--- src/hw/rtl/lmpq_pkg.sv ---
// ----------------------------------------------------------------------------
// lmpq_pkg
// Types and codes shared by the lazy min-priority queue modules.
// ----------------------------------------------------------------------------
package lmpq_pkg;

  localparam int unsigned NODE_BITS   = 8;
  localparam int unsigned CMD_BITS    = 2;
  localparam int unsigned STATUS_BITS = 2;

  typedef enum logic [CMD_BITS-1:0] {
    CMD_CLEAR  = 2'd0,
    CMD_INSERT = 2'd1,
    CMD_POP    = 2'd2
  } cmd_e;

  typedef enum logic [STATUS_BITS-1:0] {
    STS_OK      = 2'd0,
    STS_EMPTY   = 2'd1,
    STS_IGNORED = 2'd2,
    STS_FULL    = 2'd3
  } status_e;

  // control broadcast to every cell of the chain
  typedef struct packed {
    logic clear;
    logic insert;
    logic pop;
  } cell_ctrl_t;

endpackage

--- src/hw/rtl/lmpq_cell.sv ---
// ----------------------------------------------------------------------------
// lmpq_cell
// One slot of the sorted shift chain: holds a (node, key) entry, takes part
// in sorted insertion and shifts toward the head on pop.
// ----------------------------------------------------------------------------
module lmpq_cell import lmpq_pkg::*; #(
  parameter int unsigned KEY_BITS = 32
) (
  input  logic                 clk_i,
  input  logic                 rst_ni,
  input  cell_ctrl_t           ctrl_i,
  input  logic [NODE_BITS-1:0] new_node_i,
  input  logic [KEY_BITS-1:0]  new_key_i,
  input  logic [NODE_BITS-1:0] prev_node_i,
  input  logic [KEY_BITS-1:0]  prev_key_i,
  input  logic                 prev_valid_i,
  input  logic                 prev_lt_i,
  input  logic [NODE_BITS-1:0] next_node_i,
  input  logic [KEY_BITS-1:0]  next_key_i,
  input  logic                 next_valid_i,
  output logic [NODE_BITS-1:0] node_o,
  output logic [KEY_BITS-1:0]  key_o,
  output logic                 valid_o,
  output logic                 lt_o
);

  logic [NODE_BITS-1:0] node_q, node_d;
  logic [KEY_BITS-1:0]  key_q, key_d;
  logic                 valid_q, valid_d;
  logic                 key_lt, key_eq;

  assign key_lt = $signed(new_key_i) < $signed(key_q);
  assign key_eq = new_key_i == key_q;
  // empty slots count as +infinity
  assign lt_o   = !valid_q || key_lt || (key_eq && (new_node_i < node_q));

  always_comb begin
    node_d  = node_q;
    key_d   = key_q;
    valid_d = valid_q;
    if (ctrl_i.clear) begin
      valid_d = 1'b0;
    end else if (ctrl_i.pop) begin
      node_d  = next_node_i;
      key_d   = next_key_i;
      valid_d = next_valid_i;
    end else if (ctrl_i.insert && lt_o) begin
      if (prev_lt_i) begin
        node_d  = prev_node_i;
        key_d   = prev_key_i;
        valid_d = prev_valid_i;
      end else begin
        node_d  = new_node_i;
        key_d   = new_key_i;
        valid_d = 1'b1;
      end
    end
  end

  always_ff @(posedge clk_i or negedge rst_ni) begin
    if (!rst_ni) begin
      valid_q <= 1'b0;
    end else begin
      valid_q <= valid_d;
    end
  end

  always_ff @(posedge clk_i) begin
    node_q <= node_d;
    key_q  <= key_d;
  end

  assign node_o  = node_q;
  assign key_o   = key_q;
  assign valid_o = valid_q;

endmodule

--- config.mk ---
export PLATFORM = sky130hd
export DESIGN_NAME = lmpq_cell
export DESIGN_NICKNAME = d
export VERILOG_FILES = /design/src/hw/rtl/lmpq_pkg.sv /design/src/hw/rtl/lmpq_cell.sv
export SDC_FILE = /design/constraint.sdc
export NUM_CORES = 1
export LEC_CHECK = 0
export ABC_AREA = 1
export BUFFER_PORTS_ARGS = -buffer_cell sky130_fd_sc_hd__buf_2
export CAP_MARGIN = 20
export CORE_MARGIN = 4
export CORE_UTILIZATION = 40
export DETAILED_ROUTE_END_ITERATION = 8
export PLACE_DENSITY = 0.79
export SLEW_MARGIN = 20
export SYNTH_ARGS = -nofsm -noshare
export SYNTH_HDL_FRONTEND = slang
export SYNTH_SLANG_ARGS = --single-unit
--- constraint.sdc ---
create_clock -name clk_i -period 4 [get_ports clk_i]
set_clock_uncertainty 0.2 [all_clocks]
set_input_delay 0.4 -clock clk_i [delete_from_list [all_inputs] [get_ports clk_i]]
set_output_delay 0.4 -clock clk_i [all_outputs]
set_load 0.005 [all_outputs]
==> results.md, run 1 <==
* Final Slew Violations at 0
* Critical Path, Cell by Cell: inv_1, ha_1, nand2_1, nor2_2, nand3_2, nor3_2, nand2_1, nand3_1, nand2_1, nand3_2, nand2_2, a21oi_4, buf_12
* Vias in the first global route at 3538
* GR Util All Layers at 19.8%
* Syn nets at 596
* Peak VDD IR at 0.121 mV
* Flop-to-flop setup slack at 1160 ps
* IO Pins at 170
* CTS tree: yes
* Max-cap violation count at 0
* Drt first pass iters at 6
* Layout Nets at 760
* Post-CTS Setup Inserts at 0
* R2r startpoint: key_o[31]$_DFFE_PP_
* Clock root buffer: clkbuf_8
* Die ar. at 9480 sq um
* Largest area contributor in the netlist: edfxtp_1
* Hpwl dp at 7480 um
* Critical Path AT at 2630 ps
* Synth Register Bits at 41
* Count leader, synth: nand2_1
* GRT overflow at 0
* Reg2reg end: key_o[10]$_DFFE_PP_
* DRT iter0 DRCs at 111
* Crit path max-delay family: simple AND/OR/NAND/NOR gates
* CP Buf/Inv Count at 2
* Cell mode on critical path: nand2_1
* First-pass GRT wire length at 15600 um
* # diodes at 0
* Top post-synthesis cells by area: edfxtp_1, ha_1, a21oi_1
* Final hold violation count at 0
* Post-detailed-route count of antenna-violating nets at 0
* Power Density at 264 nW/um^2
* Gpl congestion at 0.851
* Syn Area/Cell at 7.45 sq um
* Die width at 97.4 um
* Vias per cell at 4.90
* Crit path from: key_o[31]$_DFFE_PP_
* TNS Setup at 0 ps
* Clock latency on the worst-skew pair at 290 ps
* WHS Path Cells at 3
* Synth warnings at 0
* R2R cell count at 13
* DRC at 0
* Final period util at 71.0%
* Routed Wire Length at 9510 um
* Commonest register cell after synthesis: edfxtp_1
* CP Class: reg2reg
* Std-Cell Rows at 32
* CP endpoint: key_o[10]$_DFFE_PP_
* Slew @ Worst Pin at 899 ps
* Starting Density at 41.3%
* Final min period at 2840 ps
* Cells after Synth at 429
* Drt wl/cell at 13.7 um
* Pin count of the biggest net entering global routing at 43
* Die Ht at 97.4 um
* Slowest CP cell: a21oi_4
* Req. time, crit path at 3790 ps
* H-tree levels at 2
* Number of synthesized flops with an enable pin at 40
* Hold Crit Class: in2reg
* RSZ-0062 raised after global routing: false
* CP endpoint kind: flip-flop
* CTS clk-pin slew, worst paths at 80 ps
* Leak Pwr at 0.00227 uW
* Synth-to-Final Area Change at 33.1%
* Clk sink count at 41
* Fmax achieved at 352 MHz
* Status: finished, final reports clean
* Core area at 7730 sq um
* Commonest cells post-synth: nand2_1, a21oi_1, inv_1
* Crit-path max FO at 27
* Buffers from clock root to sink, at most at 2
* Initial antenna violation count at 0
* CP max stage delay at 440 ps
* CTS buffer count at 5
* Final setup violating endpoints at 0
* Mapped Area at 3190 sq um
* Synth cell types at 21
* Post-synthesis sequential area ratio at 38.4%
* Total number of vias at 3408
* Setup crit start kind: flip-flop
* Synth async-reset ratio at 2.44%
* Instance count on the critical path at 13
* Top-area cell type share of the netlist area at 37.6%
* # resized after CTS at 0
* Port bufs at 169
* Util after Layout at 55.0%
* Share of cells above drive strength 1 at 31.5%
* Max_slew headroom at 40.0%
cells in the final DEF (no fill, tap or decap):
cell / instances
buf_2: 169
nand2_1: 105
a21oi_1: 95
inv_1: 60
nor2_1: 53
edfxtp_1: 40
ha_1: 39
clkbuf_8: 5
buf_4: 4
nand3_1: 3
nand4_1: 3
clkbuf_1: 3
nor2_2: 2
nand3_2: 2
inv_2: 1
and2_1: 1
o21a_1: 1
nor3_2: 1
a21o_1: 1
nand2_2: 1
a21oi_4: 1
o21ai_0: 1
dlygate4sd3_1: 1
buf_12: 1
dfrtp_1: 1
kinds of logic after synthesis:
family,share of synthesized area (%)
and+or+nand+nor,21.3
AOI/OAI and AO/OA,15.7
adders and majority gates,15.3
DFF,38.4
buffers and inverters,9.32
cell type report:
| class | count | area, sq um |
|---|---|---|
| Timing Repair Buffer | 175 | 906 |
| Tap cell | 102 | 128 |
| Multi-Input combinational cell | 309 | 1680 |
| Sequential cell | 41 | 1230 |
| Inverter | 61 | 229 |
| Fill cell | 773 | 3480 |
| Clock buffer | 8 | 80.1 |
layer usage:
metal | vias to the layer above | GRT usage, % | part of all wire [%] | routed length (um)
met5 | - | 0 | 0 | 0
met4 | 0 | 6.60 | 2.2 | 210
met3 | 19 | 5.38 | 8.2 | 776
met2 | 149 | 34.8 | 48 | 4570
met1 | 1508 | 23.1 | 42 | 3950
li1 | 1732 | - | - | -
power by group:
part	internal [uW]	leakage (uW)	switching, uW
sequential	513	0.000392	16.1
clock	124	0.0000395	141
combinational	146	0.00184	184
total	783	0.00227	340
worst min-delay path by stage:
stage	end	slack, ps	from
6_report	node_o[0]$_DFFE_PP_	230	next_node_i[0]
4_1_cts	valid_o$_DFFE_PN0P_	220	rst_ni
3_3_place_gp	valid_o$_DFFE_PN0P_	-20	rst_ni
3_5_place_dp	valid_o$_DFFE_PN0P_	-20	rst_ni
5_1_grt	key_o[10]$_DFFE_PP_	220	next_key_i[10]
2_1_floorplan	valid_o$_DFFE_PN0P_	-100	rst_ni
worst register-to-register path, stage by stage (launching register included):
cell,delay (ps)
edfxtp_1,360
inv_1,50
ha_1,360
nand2_1,100
nor2_2,150
nand3_2,100
nor3_2,110
nand2_1,80
nand3_1,90
nand2_1,60
nand3_2,70
nand2_2,80
a21oi_4,440
buf_12,270
timing repair:
action                                 in CTS  in global routing
endpoints found under the hold margin       1                  0
setup endpoints to repair                   0                  0
hold buffers                                1                  0
flip-flops by register name, summed over array words and instances, names as in the netlist:
register	cells
key_o	32
valid_o	1
node_o	8
through the flow:
step	hold WS, ps	instance area [sq um]	worst slack [ps]	power [uW]	instances
final	232	4250	1160	1120	696
after global routing	224	4250	930	1200	696
after CTS	219	4250	1120	1140	696
after detailed placement	-22.7	4160	994	870	687
after global placement	-23.9	4160	1060	856	687
after floorplan	-95.6	3200	731	714	429
Note: power is estimated with default switching activity, not from simulation.
==> run 2: changes to the inputs <==
--- a/config.mk
+++ b/config.mk
@@ -11,7 +11,7 @@
 export CORE_MARGIN = 4
 export CORE_UTILIZATION = 40
 export DETAILED_ROUTE_END_ITERATION = 8
-export PLACE_DENSITY = 0.79
+export PLACE_DENSITY = 0.77
 export SLEW_MARGIN = 20
 export SYNTH_ARGS = -nofsm -noshare
 export SYNTH_HDL_FRONTEND = slang
==> constraint.sdc (replaced) <==
create_clock -name clk_i -period 2.8 [get_ports clk_i]
set_clock_uncertainty 0.2 [all_clocks]
set_input_delay 0.28 -clock clk_i [delete_from_list [all_inputs] [get_ports clk_i]]
set_output_delay 0.28 -clock clk_i [all_outputs]
set_load 0.005 [all_outputs]
==> run 2 against run 1 <==
Effect of this change: die area stayed put; combinational power up 43%; register-to-register slack got worse by 840 ps; design area up 1.2%; critical endpoint is now node_o[6]$_DFFE_PP_; largest cell class unchanged.
==> results.md, run 2 (synthesis results as in run 1) <==
* Status: finished, final reports clean
* Util after Layout at 55.7% (+0.66 points)
* Vias in the first global route at 3499 (-1.1%)
* Post-detailed-route count of antenna-violating nets at 0 (unchanged)
* Final Slew Violations at 0 (unchanged)
* CTS buffer count at 5 (unchanged)
* Setup crit start kind: flip-flop
* DRC at 0 (unchanged)
* Final setup violating endpoints at 0 (unchanged)
* First-pass GRT wire length at 15300 um (-2.2%)
* Hpwl dp at 7560 um (+1.0%)
* Clock power frac at 27.9% (+4.3 points)
* R2R cell count at 13 (unchanged)
* Leak Pwr at 0.00230 uW (+1.0%)
* Overall power at 1700 uW (+51%)
* Max-cap violation count at 0 (unchanged)
* Storage cell area at 1230 sq um (unchanged)
* Final worst slack at 318 ps (-841 ps)
* Post-Place Worst Slack at 238 ps (-755 ps)
* Max reg flops at 32 (unchanged)
* Switch share at 29.1% (-1.2 points)
* Slew @ Worst Pin at 496 ps (-403 ps)
* Drt wl/cell at 13.2 um (-3.5%)
* Vias per cell at 4.81 (-1.7%)
* Seq pwr share at 44.3% (-2.8 points)
* Fmax achieved at 403 MHz (+14%)
* Internal power at 1210 uW (+54%)
* Share of cells above drive strength 1 at 32.0% (+0.57 points)
* Crit-path max FO at 24 (-11%)
* GRT overflow at 0 (unchanged)
* IO Pins at 170 (unchanged)
* CTS tree: yes
* Max_slew headroom at 66.9% (+27 points)
* Post-CTS Setup Inserts at 0 (unchanged)
* Buffers from clock root to sink, at most at 2 (unchanged)
* Final hold violation count at 0 (unchanged)
* Commonest non-fill, non-tap cell in the layout: buf_2
* Clock latency on the worst-skew pair at 290 ps (about the same)
* DRT iter0 DRCs at 94 (-15%)
* Design area at 4300 sq um (+1.2%)
* Port bufs at 169 (unchanged)
* Hold Crit Class: in2async
* Die Ht at 97.4 um (unchanged)
* Clk sink count at 41 (unchanged)
* CP endpoint kind: flip-flop
* Final min period at 2480 ps (-359 ps)
* Dpl cell area at 4180 sq um (+0.36%)
* Peak VDD IR at 0.187 mV (+55%)
* Critical Path AT at 2280 ps (-350 ps)
* Initial antenna violation count at 1 (+1)
* Total number of vias at 3365 (-1.3%)
* Gate power share at 27.7% (-1.6 points)
* Synth-to-Final Area Change at 34.7%
* CTS clk-pin slew, worst paths at 80 ps (about the same)
* Routed Wire Length at 9220 um (-3.0%)
* Drt first pass iters at 4 (-2)
* Switching power total at 494 uW (+45%)
* TNS Setup at 0 ps (unchanged)
* CP Class: reg2reg
* H-tree levels at 2 (unchanged)
* GR Util All Layers at 19.5% (-0.30 points)
* Req. time, crit path at 2600 ps (-1190 ps)
* Gpl congestion at 0.853 (+0.31%)
* Power Density at 395 nW/um^2 (+49%)
* Multi-input logic area at 1680 sq um (unchanged)
* Pin count of the biggest net entering global routing at 43 (unchanged)
* Fillers at 758 (-1.9%)
* Std-Cell Rows at 32 (unchanged)
* Die ar. at 9480 sq um (unchanged)
* Commonest non-fill, non-tap cells in the layout: buf_2, nand2_1, a21oi_1
* Layout Nets at 762 (+0.26%)
* RSZ-0062 raised after global routing: false
* Core area at 7730 sq um (unchanged)
* Clock root buffer: clkbuf_8
* Starting Density at 41.3% (unchanged)
* Final period util at 88.7% (+18 points)
* Die width at 97.4 um (unchanged)
-- run 2: cell types whose count changed in the layout (fill, tap and decap cells not counted), sizes merged --
| cell | delta |
|---|---|
| diode | +1 |
| clkinvlp | +1 |
| buf | +2 |
| bufinv | +1 |
| clkbuf | -3 |
| clkinv | +1 |
-- run 2: path summary, 6_finish.rpt --
check / from / endpoint / slack (ps)
worst max register to register: key_o[15]$_DFFE_PP_ / node_o[6]$_DFFE_PP_ / 320
max in group asynchronous: rst_ni / valid_o$_DFFE_PN0P_ / 2210
min in group clk_i: next_key_i[20] / key_o[20]$_DFFE_PP_ / 110
worst min-delay path: rst_ni / valid_o$_DFFE_PN0P_ / 110
worst max-delay path: key_o[15]$_DFFE_PP_ / node_o[6]$_DFFE_PP_ / 320
worst min register to register: valid_o$_DFFE_PN0P_ / valid_o$_DFFE_PN0P_ / 380
-- run 2: cell type report --
type                       count  area share (%)
antenna                        1          0.0582
inverter                      61            5.32
tap                          102            2.97
timing repair buffer         177            21.5
sequential                    41            28.5
clock inverter                 3           0.960
multi-input combinational    309            39.1
clock buffer                   5            1.60
-- run 2: worst max-delay path, stage by stage (launching register included) --
cell and delay [ps]:
edfxtp_1 350, inv_1 50, ha_1 280, nand2_1 70, nor2_1 180, nand2_1 120
nor3_2 150, nand2_1 80, nand3_1 80, nand2_1 60, nand3_2 70, nand2_2 80
a21oi_4 180, buf_12 210
-- run 2: through the flow --
step                      instances  hold slack, ps
final                           699             108
after global routing            699             104
after CTS                       698            90.9
after detailed placement        689            -142
after global placement          689            -143
after floorplan                 429            -216
-- run 2: per-layer routing --
metal,wire (um),share of wire [%],vias up,global-route usage (%)
li1,-,-,1735,-
met1,3790,41,1519,22.2
met2,4760,52,107,36.5
met3,605,6.6,4,4.38
met4,74,0.80,0,4.69
met5,0,0,-,0
-- run 2: power by group through the flow --
stage	Clock, uW	Sequential (uW)	Combinational [uW]
2_1_floorplan	0	771	249
4_1_cts	496	754	479
3_3_place_gp	0	767	457
6_report	475	753	471
3_5_place_dp	0	768	475
5_1_grt	515	759	545
-- run 2: repair_timing --
action | 4_1_cts | 5_1_grt
endpoints found under the hold margin | 1 | 0
endpoints found under the setup margin | 0 | 16
hold buffers | 1 | 0
gates resized for setup | 0 | 1
